==> src/rtl/core/assert_macros.svh <==
// assertion macros used by the qualified event logger
`ifndef ASSERT_MACROS_SVH
`define ASSERT_MACROS_SVH

// antecedent implies consequent in the same cycle
`define QEL_ASSERT_SAME(label, clk, rst_n, ante, cons) \
    label: assert property (@(posedge clk) disable iff (!rst_n) (ante) |-> (cons)) \
        else $error("qualified event logger: same-cycle check failed");

// antecedent implies consequent in the next cycle
`define QEL_ASSERT_NEXT(label, clk, rst_n, ante, cons) \
    label: assert property (@(posedge clk) disable iff (!rst_n) (ante) |=> (cons)) \
        else $error("qualified event logger: next-cycle check failed");

`endif

==> src/rtl/core/qel_pkg.sv <==
// types and codes of the qualified event logger
package qel_pkg;

    // request kinds carried in s_tuser
    localparam logic [1:0] REQ_UPDATE = 2'd0;
    localparam logic [1:0] REQ_READ   = 2'd1;
    localparam logic [1:0] REQ_CLEAR  = 2'd2;

    // configuration register indexes
    localparam int unsigned CFG_IDX_W = 2;
    localparam logic [CFG_IDX_W-1:0] CFG_START_HOLD = 2'd0;
    localparam logic [CFG_IDX_W-1:0] CFG_END_HOLD   = 2'd1;

    // stream widths
    localparam int unsigned IN_TDATA_W  = 64;
    localparam int unsigned OUT_TDATA_W = 88;
    localparam int unsigned TUSER_W     = 2;
    localparam int unsigned FIELD_TIME_W = 32;

    // per-channel qualifier status
    typedef enum logic [1:0] {
        ST_IDLE       = 2'd0,
        ST_HOLD_START = 2'd1,
        ST_ACTIVE     = 2'd2,
        ST_HOLD_END   = 2'd3
    } chan_status_t;

    // sequencer states
    typedef enum logic [6:0] {
        S_IDLE = 7'b0000001,
        S_UPD  = 7'b0000010,
        S_UPD2 = 7'b0000100,
        S_RADR = 7'b0001000,
        S_RDAT = 7'b0010000,
        S_CLR  = 7'b0100000,
        S_WAIT = 7'b1000000
    } seq_state_t;

endpackage

==> src/rtl/core/qualified_event_logger.sv <==
// qualified event logger: six sag/swell qualifiers with per-channel timestamp rings
//
// Input items arrive on s_t* (kind in s_tuser: flag update, log read or clear);
// each item gives exactly one result item on m_t*.
// An update walks the six channels one per cycle through the channel state;
// a channel that logs an end also passes through S_UPD2 to zero its next ring entry.
// A clear sweeps the timestamp memories one entry a cycle, as set by the single
// write port of each timestamp memory. After reset the same sweep runs before
// s_tready rises; configuration writes are taken throughout.
// The result sits in an output register: the next item is accepted and
// worked on while it waits, and only the hand-over to the output register
// waits for m_tready when the receiver stalls.
module qualified_event_logger #(
    parameter int LOG_DEPTH    = 8,
    parameter int NUM_CHANNELS = 6,
    parameter int TIME_BITS    = 32
) (
    input  logic                                 clk,
    input  logic                                 rst_n,
    input  logic                                 cfg_we,
    input  logic [qel_pkg::CFG_IDX_W-1:0]        cfg_index,
    input  logic [7:0]                           cfg_data,
    input  logic                                 s_tvalid,
    output logic                                 s_tready,
    // sag_flags, swell_flags, dir_flags, timestamp, channel, offset
    input  logic [qel_pkg::IN_TDATA_W-1:0]       s_tdata,
    // req_type
    input  logic [qel_pkg::TUSER_W-1:0]          s_tuser,
    output logic                                 m_tvalid,
    input  logic                                 m_tready,
    // event_count, start_time, end_time, last_flags
    output logic [qel_pkg::OUT_TDATA_W-1:0]      m_tdata,
    // req_ok, log_changed
    output logic [qel_pkg::TUSER_W-1:0]          m_tuser
);

    localparam int DEPTH_ALL = NUM_CHANNELS * LOG_DEPTH;
    localparam int AW = $clog2(DEPTH_ALL);
    localparam int IW = $clog2(LOG_DEPTH);
    localparam int CW = $clog2(NUM_CHANNELS);

    // configuration
    logic [7:0] start_hold_reg;
    logic [7:0] end_hold_reg;

    // latched item
    logic [5:0]           bits_reg;
    logic [TIME_BITS-1:0] ts_reg;
    logic [2:0]           ch_reg;
    logic [7:0]           off_reg;
    logic [13:0]          flag_copy_reg;

    // sequencer
    qel_pkg::seq_state_t state_reg;
    logic [CW-1:0]       cnt_reg;
    logic [AW-1:0]       clr_cnt_reg;
    logic                clr_reply_reg;
    logic                changed_reg;

    // pending result
    logic                 res_ok_reg;
    logic                 res_changed_reg;
    logic [7:0]           res_count_reg;
    logic [TIME_BITS-1:0] res_start_reg;
    logic [TIME_BITS-1:0] res_end_reg;

    // output register
    logic                          m_tvalid_reg;
    logic [qel_pkg::OUT_TDATA_W-1:0] m_tdata_reg;
    logic [qel_pkg::TUSER_W-1:0]   m_tuser_reg;

    // channel state
    qel_pkg::chan_status_t status_reg [NUM_CHANNELS];
    logic [7:0]            hold_reg   [NUM_CHANNELS];
    logic [IW-1:0]         wi_reg     [NUM_CHANNELS];
    logic [7:0]            done_reg   [NUM_CHANNELS];

    // timestamp memories
    logic [TIME_BITS-1:0] st_mem [DEPTH_ALL];
    logic [TIME_BITS-1:0] en_mem [DEPTH_ALL];
    logic [TIME_BITS-1:0] st_rd_reg;
    logic [TIME_BITS-1:0] en_rd_reg;

    logic                  accept;
    logic                  out_free;
    logic [CW-1:0]         sel_ch;
    qel_pkg::chan_status_t cur_status;
    logic [7:0]            cur_hold;
    logic [IW-1:0]         cur_wi;
    logic [7:0]            cur_done;
    logic [7:0]            hold_dec;
    logic                  flag;
    logic [AW-1:0]         base_addr;
    qel_pkg::chan_status_t status_next;
    logic [7:0]            hold_next;
    logic [IW-1:0]         wi_next;
    logic [7:0]            done_next;
    logic                  ended;
    logic                  upd_st_we;
    logic                  upd_en_we;
    logic [TIME_BITS-1:0]  upd_st_wd;
    logic [TIME_BITS-1:0]  upd_en_wd;
    logic                  st_we;
    logic                  en_we;
    logic [AW-1:0]         waddr;
    logic [TIME_BITS-1:0]  st_wd;
    logic [TIME_BITS-1:0]  en_wd;
    logic                  ch_ok;
    logic                  off_ok;
    logic [IW-1:0]         off_low;
    logic [IW:0]           rd_sum;
    logic [IW-1:0]         rd_idx;
    logic [AW-1:0]         raddr;
    logic                  mem_re;
    logic                  clr_all;
    logic                  last_ch;

    assign accept   = s_tvalid && s_tready;
    assign out_free = !m_tvalid_reg || m_tready;
    assign s_tready = (state_reg == qel_pkg::S_IDLE);
    assign m_tvalid = m_tvalid_reg;
    assign m_tdata  = m_tdata_reg;
    assign m_tuser  = m_tuser_reg;

    // one channel-state read address, shared between update walk and read
    assign sel_ch = (state_reg == qel_pkg::S_UPD || state_reg == qel_pkg::S_UPD2) ?
                    cnt_reg : ch_reg[CW-1:0];
    assign cur_status = status_reg[sel_ch];
    assign cur_hold   = hold_reg[sel_ch];
    assign cur_wi     = wi_reg[sel_ch];
    assign cur_done   = done_reg[sel_ch];
    assign hold_dec   = cur_hold - 8'd1;
    assign flag       = bits_reg[cnt_reg];
    assign base_addr  = AW'(AW'(sel_ch) * AW'(LOG_DEPTH));
    assign last_ch    = (cnt_reg == CW'(NUM_CHANNELS - 1));

    // qualifier step of the channel under the walk
    always_comb
    begin
        status_next = cur_status;
        hold_next   = cur_hold;
        wi_next     = cur_wi;
        done_next   = cur_done;
        ended       = 1'b0;
        upd_st_we   = 1'b0;
        upd_en_we   = 1'b0;
        upd_st_wd   = '0;
        upd_en_wd   = '0;
        unique case (cur_status)
            qel_pkg::ST_IDLE:
            begin
                if (flag)
                begin
                    status_next = qel_pkg::ST_HOLD_START;
                    hold_next   = start_hold_reg;
                end
            end
            qel_pkg::ST_HOLD_START:
            begin
                if (flag)
                begin
                    hold_next = hold_dec;
                    if (hold_dec == 8'd0)
                    begin
                        status_next = qel_pkg::ST_ACTIVE;
                        upd_st_we   = 1'b1;
                        upd_en_we   = 1'b1;
                        upd_st_wd   = ts_reg;
                    end
                end
                else
                begin
                    // start hold cancelled: drop the start time
                    status_next = qel_pkg::ST_IDLE;
                    upd_st_we   = 1'b1;
                end
            end
            qel_pkg::ST_ACTIVE:
            begin
                if (!flag)
                begin
                    status_next = qel_pkg::ST_HOLD_END;
                    hold_next   = end_hold_reg;
                end
            end
            qel_pkg::ST_HOLD_END:
            begin
                if (!flag)
                begin
                    hold_next = hold_dec;
                    if (hold_dec == 8'd0)
                    begin
                        status_next = qel_pkg::ST_IDLE;
                        upd_en_we   = 1'b1;
                        upd_en_wd   = ts_reg;
                        wi_next     = (cur_wi == IW'(LOG_DEPTH - 1)) ? '0 : cur_wi + IW'(1);
                        done_next   = cur_done + 8'd1;
                        ended       = 1'b1;
                    end
                end
                else
                begin
                    status_next = qel_pkg::ST_ACTIVE;
                end
            end
            default:
            begin
                status_next = cur_status;
            end
        endcase
    end

    // memory write port mux
    always_comb
    begin
        st_we = 1'b0;
        en_we = 1'b0;
        waddr = base_addr + AW'(cur_wi);
        st_wd = '0;
        en_wd = '0;
        unique case (state_reg)
            qel_pkg::S_UPD:
            begin
                st_we = upd_st_we;
                en_we = upd_en_we;
                st_wd = upd_st_wd;
                en_wd = upd_en_wd;
            end
            qel_pkg::S_UPD2:
            begin
                // index already advanced: zero the entry it now points at
                st_we = 1'b1;
                en_we = 1'b1;
            end
            qel_pkg::S_CLR:
            begin
                st_we = 1'b1;
                en_we = 1'b1;
                waddr = clr_cnt_reg;
            end
            default:
            begin
                st_we = 1'b0;
            end
        endcase
    end

    // read address: offset entries back from the current index
    assign ch_ok   = (ch_reg < 3'(NUM_CHANNELS));
    assign off_ok  = (off_reg < 8'(LOG_DEPTH));
    assign off_low = off_reg[IW-1:0];
    assign rd_sum  = {1'b0, cur_wi} + (IW+1)'(LOG_DEPTH) - {1'b0, off_low};
    assign rd_idx  = (cur_wi >= off_low) ? (cur_wi - off_low) : rd_sum[IW-1:0];
    assign raddr   = base_addr + AW'(rd_idx);
    assign mem_re  = (state_reg == qel_pkg::S_RADR) && ch_ok && off_ok;

    always_ff @(posedge clk)
    begin
        if (st_we)
        begin
            st_mem[waddr] <= st_wd;
        end
        if (en_we)
        begin
            en_mem[waddr] <= en_wd;
        end
        if (mem_re)
        begin
            st_rd_reg <= st_mem[raddr];
            en_rd_reg <= en_mem[raddr];
        end
    end

    assign clr_all = accept && (s_tuser == qel_pkg::REQ_CLEAR);

    // channel state
    always_ff @(posedge clk or negedge rst_n)
    begin
        if (!rst_n)
        begin
            for (int i = 0; i < NUM_CHANNELS; i++)
            begin
                status_reg[i] <= qel_pkg::ST_IDLE;
                hold_reg[i]   <= '0;
                wi_reg[i]     <= '0;
                done_reg[i]   <= '0;
            end
        end
        else if (clr_all)
        begin
            for (int i = 0; i < NUM_CHANNELS; i++)
            begin
                status_reg[i] <= qel_pkg::ST_IDLE;
                hold_reg[i]   <= '0;
                wi_reg[i]     <= '0;
                done_reg[i]   <= '0;
            end
        end
        else if (state_reg == qel_pkg::S_UPD)
        begin
            status_reg[cnt_reg] <= status_next;
            hold_reg[cnt_reg]   <= hold_next;
            wi_reg[cnt_reg]     <= wi_next;
            done_reg[cnt_reg]   <= done_next;
        end
    end

    // configuration
    always_ff @(posedge clk or negedge rst_n)
    begin
        if (!rst_n)
        begin
            start_hold_reg <= 8'd1;
            end_hold_reg   <= 8'd1;
        end
        else if (cfg_we)
        begin
            unique case (cfg_index)
                qel_pkg::CFG_START_HOLD: start_hold_reg <= cfg_data;
                qel_pkg::CFG_END_HOLD:   end_hold_reg   <= cfg_data;
                default:                 start_hold_reg <= start_hold_reg;
            endcase
        end
    end

    // latched item fields
    always_ff @(posedge clk)
    begin
        if (accept)
        begin
            bits_reg <= {s_tdata[5:3], s_tdata[2:0]};
            ts_reg   <= s_tdata[14 +: TIME_BITS];
            ch_reg   <= s_tdata[48:46];
            off_reg  <= s_tdata[56:49];
        end
    end

    // sequencer and output register
    always_ff @(posedge clk or negedge rst_n)
    begin
        if (!rst_n)
        begin
            state_reg       <= qel_pkg::S_CLR;
            cnt_reg         <= '0;
            clr_cnt_reg     <= '0;
            clr_reply_reg   <= 1'b0;
            changed_reg     <= 1'b0;
            flag_copy_reg   <= '0;
            res_ok_reg      <= 1'b0;
            res_changed_reg <= 1'b0;
            res_count_reg   <= '0;
            res_start_reg   <= '0;
            res_end_reg     <= '0;
            m_tvalid_reg    <= 1'b0;
            m_tdata_reg     <= '0;
            m_tuser_reg     <= '0;
        end
        else
        begin
            // the wait state reloads the output register itself
            if (m_tvalid_reg && m_tready && (state_reg != qel_pkg::S_WAIT))
            begin
                m_tvalid_reg <= 1'b0;
            end
            unique case (state_reg)
                qel_pkg::S_IDLE:
                begin
                    if (accept)
                    begin
                        res_ok_reg      <= 1'b0;
                        res_changed_reg <= 1'b0;
                        res_count_reg   <= '0;
                        res_start_reg   <= '0;
                        res_end_reg     <= '0;
                        cnt_reg         <= '0;
                        changed_reg     <= 1'b0;
                        unique case (s_tuser)
                            qel_pkg::REQ_UPDATE:
                            begin
                                flag_copy_reg <= {s_tdata[5:3], s_tdata[2:0], s_tdata[13:6]};
                                state_reg     <= qel_pkg::S_UPD;
                            end
                            qel_pkg::REQ_READ:
                            begin
                                state_reg <= qel_pkg::S_RADR;
                            end
                            qel_pkg::REQ_CLEAR:
                            begin
                                clr_cnt_reg   <= '0;
                                clr_reply_reg <= 1'b1;
                                state_reg     <= qel_pkg::S_CLR;
                            end
                            default:
                            begin
                                // unknown kind: no state change, rejected
                                state_reg <= qel_pkg::S_WAIT;
                            end
                        endcase
                    end
                end
                qel_pkg::S_UPD:
                begin
                    if (ended)
                    begin
                        changed_reg <= 1'b1;
                        state_reg   <= qel_pkg::S_UPD2;
                    end
                    else if (last_ch)
                    begin
                        res_ok_reg      <= 1'b1;
                        res_changed_reg <= changed_reg;
                        state_reg       <= qel_pkg::S_WAIT;
                    end
                    else
                    begin
                        cnt_reg <= cnt_reg + CW'(1);
                    end
                end
                qel_pkg::S_UPD2:
                begin
                    if (last_ch)
                    begin
                        res_ok_reg      <= 1'b1;
                        res_changed_reg <= changed_reg;
                        state_reg       <= qel_pkg::S_WAIT;
                    end
                    else
                    begin
                        cnt_reg   <= cnt_reg + CW'(1);
                        state_reg <= qel_pkg::S_UPD;
                    end
                end
                qel_pkg::S_RADR:
                begin
                    if (ch_ok)
                    begin
                        res_count_reg <= cur_done;
                    end
                    if (ch_ok && off_ok)
                    begin
                        state_reg <= qel_pkg::S_RDAT;
                    end
                    else
                    begin
                        state_reg <= qel_pkg::S_WAIT;
                    end
                end
                qel_pkg::S_RDAT:
                begin
                    res_ok_reg    <= 1'b1;
                    res_start_reg <= st_rd_reg;
                    res_end_reg   <= en_rd_reg;
                    state_reg     <= qel_pkg::S_WAIT;
                end
                qel_pkg::S_CLR:
                begin
                    clr_cnt_reg <= clr_cnt_reg + AW'(1);
                    if (clr_cnt_reg == AW'(DEPTH_ALL - 1))
                    begin
                        // the sweep after reset gives no result
                        if (clr_reply_reg)
                        begin
                            res_ok_reg <= 1'b1;
                            state_reg  <= qel_pkg::S_WAIT;
                        end
                        else
                        begin
                            state_reg <= qel_pkg::S_IDLE;
                        end
                    end
                end
                qel_pkg::S_WAIT:
                begin
                    if (out_free)
                    begin
                        m_tvalid_reg <= 1'b1;
                        m_tdata_reg  <= {2'b00, flag_copy_reg,
                                         qel_pkg::FIELD_TIME_W'(res_end_reg),
                                         qel_pkg::FIELD_TIME_W'(res_start_reg),
                                         res_count_reg};
                        m_tuser_reg  <= {res_changed_reg, res_ok_reg};
                        state_reg    <= qel_pkg::S_IDLE;
                    end
                end
                default:
                begin
                    state_reg <= qel_pkg::S_IDLE;
                end
            endcase
        end
    end

`include "assert_macros.svh"

    // an item keeps the block busy for at least the next cycle
    `QEL_ASSERT_NEXT(a_busy_after_accept, clk, rst_n, accept, !s_tready)
    // a logged end is always followed by zeroing the next ring entry
    `QEL_ASSERT_NEXT(a_upd2_after_end, clk, rst_n,
        (state_reg == qel_pkg::S_UPD) && ended, state_reg == qel_pkg::S_UPD2)
    // a new result is only handed over from the wait state
    `QEL_ASSERT_SAME(a_load_from_wait, clk, rst_n,
        $rose(m_tvalid_reg), $past(state_reg == qel_pkg::S_WAIT))
    // the ring index of the walked channel stays inside the ring
    `QEL_ASSERT_SAME(a_index_in_ring, clk, rst_n,
        state_reg == qel_pkg::S_UPD, cur_wi < IW'(LOG_DEPTH - 1) || cur_wi == IW'(LOG_DEPTH - 1))

endmodule
==> config.mk <==
export PLATFORM = sky130hd
export DESIGN_NAME = qualified_event_logger
export DESIGN_NICKNAME = d
export VERILOG_FILES = /design/src/rtl/core/qel_pkg.sv /design/src/rtl/core/qualified_event_logger.sv
export VERILOG_INCLUDE_DIRS = /design/src /design/src/rtl/core
export SDC_FILE = /design/constraint.sdc
export NUM_CORES = 2
export LEC_CHECK = 0
export ABC_AREA = 0
export BUFFER_PORTS_ARGS = -buffer_cell sky130_fd_sc_hd__buf_2
export CAP_MARGIN = 5
export CORE_MARGIN = 5
export CORE_UTILIZATION = 35
export CTS_BUF_LIST = sky130_fd_sc_hd__clkbuf_4 sky130_fd_sc_hd__clkbuf_8
export DETAILED_ROUTE_END_ITERATION = 10
export HOLD_SLACK_MARGIN = 0.12
export MAX_ROUTING_LAYER = met4
export PLACE_DENSITY = 0.47
export SETUP_SLACK_MARGIN = 0.5
export SLEW_MARGIN = 20
export SYNTH_ARGS = -nofsm -noshare
export SYNTH_HDL_FRONTEND = slang
export SYNTH_SLANG_ARGS = --single-unit
export TNS_END_PERCENT = 1
==> constraint.sdc <==
create_clock -name clk -period 6.2 [get_ports clk]
set_input_delay 0.93 -clock clk [delete_from_list [all_inputs] [get_ports clk]]
set_output_delay 0.93 -clock clk [all_outputs]
set_load 0.03 [all_outputs]
; Word-level counts from Yosys, hierarchy flattened
; Memory sizes are Yosys's and may differ from the RTL's. A register that Yosys moved wholly into a read port is not among the register bits.
; Index checks and enable logic that the tools add are counted.
[word_totals]
ff_bits = 386
ramBits = 3072
in_bits = 81
out_inout_bits = 92
wordCells = 237
mem_count = 2
[mem_list]
columns = name, words, width, read_ports, rd_ports_with_merged_regs, write_ports, line
row1 = en_mem, 48, 32, 1, 1, 1, qualified_event_logger.sv:80  ; logic [TIME_BITS-1:0] en_mem [DEPTH_ALL];
row2 = st_mem, 48, 32, 1, 1, 1, qualified_event_logger.sv:79  ; logic [TIME_BITS-1:0] st_mem [DEPTH_ALL];
[op_classes]
add_sub_neg = 10
magnitude_cmp = 7
n_eq_ne = 26
n_mux = 111
bitwise = 2
n_reduce_logical = 35
[op_table]
columns = op, n
row1 = $mux W32, 8
row2 = $mux W48, 4
row3 = $pmux W32 S2, 2
row4 = $mux W8, 14
row5 = $bwmux W48, 2
row6 = $mux W7, 8
row7 = $pmux W7 S7, 1
row8 = $bmux W8 S3, 2
row9 = $mux W18, 2
row10 = $mux W3, 12
row11 = $pmux W8 S4, 1
row12 = $demux W8 S3, 1
row13 = $mux W12, 2
row14 = $mux W1, 22
row15 = $pmux W7 S3, 1
row16 = $bwmux W18, 1
row17 = $mux W2, 9
row18 = $mux W6, 3
row19 = $reduce_and A3 Y1, 6
row20 = $pmux W8 S2, 1
row21 = $add A6 B3 Y6, 2
row22 = $bwmux W12, 1
row23 = $ne A2 B2 Y1 const B, 6
row24 = $pmux W6 S2, 1
row25 = 48 further kinds, 79

; Longest topological paths before layout
[logic_depth]
word_depth = 15
ltp_mapped = 21
ltp_nobuf = 16

; Least setup slack after synthesis
; OpenSTA, ideal clock, no wires.
[synth_path]
path_kind = register to register
from = register state_reg[1]
to = memory st_mem[0][0] (enable)
setup_time_ps = 470
arrival_ps = 6191
t_required_ps = 5730
slack_ps = -461
path_stages_with_launch = 17
n_path_buf = 4
synth_period_minus_slack_ps = 6661
cell_sequence = dfrtp_1 > buf_4 > xor2_1 > buf_2 > a31oi_1 > nor2_1 > buf_2 > mux2_2 > a22oi_1 > ha_1 > inv_1 > nor4_1 > o2111ai_1 > a21oi_2 > o2111ai_2 > clkbuf_1 > a211oi_1
[synth_between]
elab_chain_cells = 15
word_cells_on_any_way = 27
classes_between = 2 x add/sub / 4 x eq/ne / 17 x mux / 1 x bitwise / 3 x reduce/logical
[synth_lines]
columns = element, line
row1 = "start, declared", qualified_event_logger.sv:54  ; qel_pkg::seq_state_t state_reg;
row2 = "start signal, assigned", qualified_event_logger.sv:343  ; state_reg <= qel_pkg::S_CLR;
row3 = "start signal, assigned", qualified_event_logger.sv:381  ; state_reg <= qel_pkg::S_UPD;
row4 = "start signal, assigned", qualified_event_logger.sv:385  ; state_reg <= qel_pkg::S_RADR;
row5 = $eq A7 B2 Y1 / $eq A7 B3 Y1 (equally long branches), "qualified_event_logger.sv:126, qualified_event_logger.sv:221"
row6 = $logic_or A1 B1 Y1, qualified_event_logger.sv:126  ; assign sel_ch = (state_reg == qel_pkg::S_UPD || state_reg == qel_pkg::S_UPD2) ?
row7 = $mux W3, qualified_event_logger.sv:126
row8 = $not A3 Y4 (implied by the code), "qualified_event_logger.sv:128, qualified_event_logger.sv:129, qualified_event_logger.sv:130"
row9 = $bmux W8 S3, qualified_event_logger.sv:129  ; assign cur_hold = hold_reg[sel_ch];
row10 = $mux W8 (implied by the code) (2 in series), qualified_event_logger.sv:129
row11 = $sub A8 B1 Y8, qualified_event_logger.sv:132  ; assign hold_dec = cur_hold - 8'd1;
row12 = $logic_not A8 Y1, qualified_event_logger.sv:163  ; if (hold_dec == 8'd0)
row13 = $mux W1, qualified_event_logger.sv:163
row14 = $mux W1, qualified_event_logger.sv:160  ; if (flag)
row15 = $mux W1, qualified_event_logger.sv:149  ; unique case (cur_status)
row16 = $pmux W1 S2, qualified_event_logger.sv:221  ; unique case (state_reg)
row17 = $mux W1, qualified_event_logger.sv:259  ; if (st_we)
row18 = $mux W1 (implied by the code), qualified_event_logger.sv:261  ; st_mem[waddr] <= st_wd;
row19 = "end, declared", qualified_event_logger.sv:79
; Several ways; a longest one is shown, not always the timed one. The select of a mux whose other input is x is not followed.

; Worst setup path after layout
[layout_path]
from = register state_reg[0]
to = memory st_mem[8][25] (enable)
; Same word-level chain as after synthesis.

==> metrics <==
run status finished, final reports clean; final critical path time including I/O delays and setup 5.766 ns; post-layout net count 8320; port bufs 163; Comb power frac between 30% and 40%; die boundary height 636.9 um; Post-Syn Area per Cell about 19 um2; maximum buffer depth of the clock tree 4; commonest cells in the netlist sky130_fd_sc_hd__edfxtp_1, sky130_fd_sc_hd__nand2_1, sky130_fd_sc_hd__mux4_2; worst endpoint required time 6.93 ns; crit path capture type flop; total chip power ~77 mW; Post-DRT Antenna Nets 0; crit path DAT 6.49 ns; number of enable-type register cells in the synthesized netlist 3185; fillers 35087; Critical Path Start Type flop; distinct cell type count after synthesis 88; post-synth top area share 69.54%; cells taking the most area after synthesis sky130_fd_sc_hd__edfxtp_1, sky130_fd_sc_hd__mux4_2, sky130_fd_sc_hd__dfrtp_1; maximum cell stage delay along the critical path 0.70 ns; final slew viol count 0; layout cell share with drive strength beyond 1 30.09%; cell with the most instances after synthesis sky130_fd_sc_hd__edfxtp_1; layout-stage area growth over the synthesis result 18.00%; Syn. warnings 0; initial antenna violation count 31; biggest area consumer among synthesized cells sky130_fd_sc_hd__edfxtp_1; fraction of power spent switching nets 37.36%; max cap viols 0; RePlAce Congestion 0.8604; io pins between 150 and 200; clock slew at the register clock pins of the worst setup and hold paths roughly 0.07 ns; initial standard-cell utilization of the core about a third; clock root cell sky130_fd_sc_hd__clkbuf_8; Int Pwr 48.19 mW; final cycle utilization of the critical path 93.00%; Max stage delay cell, worst path sky130_fd_sc_hd__a211oi_4; Static Leak 49.01 nW; Syn Std Cell Area 137500 um2; DIE AREA 405600 um2; Fin. Hold Viols 0; GRT overflow 0; Horiz. Die Dim 636.9 um; Core Util, Final 41.41%; routed wire length 407800 um; total setup violations reported at the end of the flow 0; Psw 28.74 mW; via density per instance 5.365; final setup slack of the worst path 0.4343 ns; number of global-route vias before repair about 78000; most common cell type on the critical path sky130_fd_sc_hd__buf_12; remaining design rule violation count 0; Seq pwr share 35.4%; level count of the clock H-tree 6; critical path type flop to flop; area of the core roughly 400000 um2; pin count of the biggest net entering global routing 132; insertion delay of the later-clocked pin in the worst-skew pair 1.06 ns; setup slack after placement 0.4507 ns; clock share of power 26.4%; first-pass GRT wire length 581000 um; VDD IR max 0.5343 mV; largest fanout of any net on the critical path 38; Hold/Removal Path Class primary input to flop; number of buffers created by CTS 588; power density over the cells 474.0 nW/um2; clock tree from TritonCTS yes; RSZ-0062 raised after global routing true; DR pass1 iterations 6; fraction of synthesis flops using an asynchronous set or reset pin under 10%; worst rel slew slack 26.80%; setup skew after layout roughly 0.057 ns; amount of wire on met3 after detailed routing 22470 um; number of flip-flops and latches in the synthesized netlist 3522; topmost layer with routed signal wires met4; ordered cell list for the critical path nor4_1 -> nand3_1 -> nand2_4 -> buf_4 -> mux2_2 -> a221oi_2 -> xor2_1 -> or4_1 -> a21oi_2 -> o2111ai_4 -> buf_12 -> a211oi_4 -> buf_12; total number of clock tree sinks 3522; transition at the pin with the smallest max-transition slack 1.095 ns; length of routed wiring on met1 180800 um; post-DP HPWL 222600 um; routed wirelength normalized by instance count around 29 um; total routing usage reported by global routing 20.34%; share of the yosys chip area belonging to registers between 70% and 80%; Fmax achieved around 170 MHz; routed wire length on met2 195000 um; Synth Flop Type sky130_fd_sc_hd__edfxtp_1; total number of vias 74648; number of placement rows 230; Mapped Cells 7410; Detailed Route Iter0 Violations about 7200
final cells by class:
class                   count  area, um2  share of cell area, %
flip-flops and latches   3522     104100                  64.13
multi-input cells        3418      32620                  20.10
clock buffers             851      10300                  6.350
repair buffers            681       7491                  4.616
well taps                5220       6531                  4.024
clock inverters           187       1161                 0.7154
inverters                  18      68.82                0.04240
diodes                     16      40.04                0.02467
cell families (layout without fill, tap and decap cells):
logic type               Yosys count  in the layout  share of synthesized area, %
AND/OR/NAND/NOR                 1967           1967                         6.478
AO/OA/AOI/OAI                    491            491                         2.398
adder cells (fa/ha/maj)           10             10                       0.09643
other                              1             18                      0.002727
buffers and inverters            471           1737                         1.338
XOR/XNOR                          13             13                       0.08825
flip-flops                      3522           3522                         75.68
multiplexers                     935            935                         13.92
through the flow:
stage                     instances  TNS, ns  instance area (um2)  hold WS (ns)
after floorplan                7411  -725.21               137500        0.4260
after global placement        12784        0               149900        0.4400
after detailed placement      12784        0               149900        0.4403
after CTS                     13892        0               162100        0.1919
after global routing          13905        0               162300        0.2527
final                         13913        0               162300        0.3025
worst max-delay path: cells and delay by family (launching register included):
family                 cells  cell delay, ns
multiplexers               1            0.39
buffers and inverters      3            0.92
AND/OR/NAND/NOR            4            1.63
XOR/XNOR                   1            0.20
AO/OA/AOI/OAI              4            1.68
flip-flops                 1            0.46
power by group through the flow:
stage	clock network, mW	logic (mW)	registers, mW
floorplan	0	16.2	27.7
global placement	0	29.5	27.7
detailed placement	0	29.5	27.8
CTS	20.8	29.7	27.3
global route	21.9	31.6	27.3
finish	20.3	29.4	27.3
worst paths after layout:
check                      depth (start not counted)  slack (ns)                startpoint                             to
max                                               13        0.43  state_reg[0]$_DFFE_PN0P_        st_mem[8][25]$_DFFE_PP_
min                                                3        0.30                  s_tvalid       state_reg[0]$_DFFE_PN0P_
max reg2reg                                       13        0.43  state_reg[0]$_DFFE_PN0P_        st_mem[8][25]$_DFFE_PP_
min reg2reg                                        2        0.44   en_rd_reg[25]$_DFFE_PP_    res_end_reg[25]$_DFFE_PN0P_
max in group asynchronous                          3        4.35                     rst_n       done_reg[10]$_DFFE_PN0P_
min in group asynchronous                          2        0.49                     rst_n  res_start_reg[18]$_DFFE_PN0P_
per-layer routing:
layer	vias to the layer above	GRT usage [%]
li1	31280	-
met1	40391	28.12
met2	2383	32.08
met3	594	2.843
met4	0	4.972
met5	-	-
repair_timing:
action	CTS	global route
pin swaps	0	3
setup buffers	0	3
endpoints found under the hold margin	188	0
endpoints found under the setup margin	69	2899
cloned	1	1
resized for setup	2	15
hold buffers	69	0
cell usage in the layout, fill, tap and decap left out, types with 9 or more instances in the layout:
cell type	n
sky130_fd_sc_hd__nand2_1	1043
sky130_fd_sc_hd__mux2_2	123
sky130_fd_sc_hd__dfrtp_1	334
sky130_fd_sc_hd__or3_1	14
sky130_fd_sc_hd__clkbuf_8	627
sky130_fd_sc_hd__clkinv_2	48
sky130_fd_sc_hd__and3_1	39
sky130_fd_sc_hd__dlygate4sd3_1	69
sky130_fd_sc_hd__nand3_1	516
sky130_fd_sc_hd__a211oi_4	49
sky130_fd_sc_hd__clkinv_1	97
sky130_fd_sc_hd__bufinv_16	9
sky130_fd_sc_hd__clkinvlp_4	17
sky130_fd_sc_hd__a22o_1	26
sky130_fd_sc_hd__nor3_2	36
sky130_fd_sc_hd__and2_1	67
sky130_fd_sc_hd__inv_1	16
sky130_fd_sc_hd__buf_4	242
sky130_fd_sc_hd__a21o_1	14
sky130_fd_sc_hd__a211oi_1	25
sky130_fd_sc_hd__clkbuf_4	225
sky130_fd_sc_hd__diode_2	16
sky130_fd_sc_hd__nor2_1	68
sky130_fd_sc_hd__mux2i_1	41
sky130_fd_sc_hd__mux4_2	770
sky130_fd_sc_hd__a31oi_1	9
sky130_fd_sc_hd__nand4_1	73
sky130_fd_sc_hd__inv_6	16
sky130_fd_sc_hd__nor3_4	16
sky130_fd_sc_hd__buf_12	195
sky130_fd_sc_hd__edfxtp_1	3185
sky130_fd_sc_hd__a21oi_1	28
sky130_fd_sc_hd__buf_2	162
sky130_fd_sc_hd__nor3_1	27
sky130_fd_sc_hd__o21ai_0	237
sky130_fd_sc_hd__o32a_1	9
Note: power is estimated with default switching activity, not from simulation.
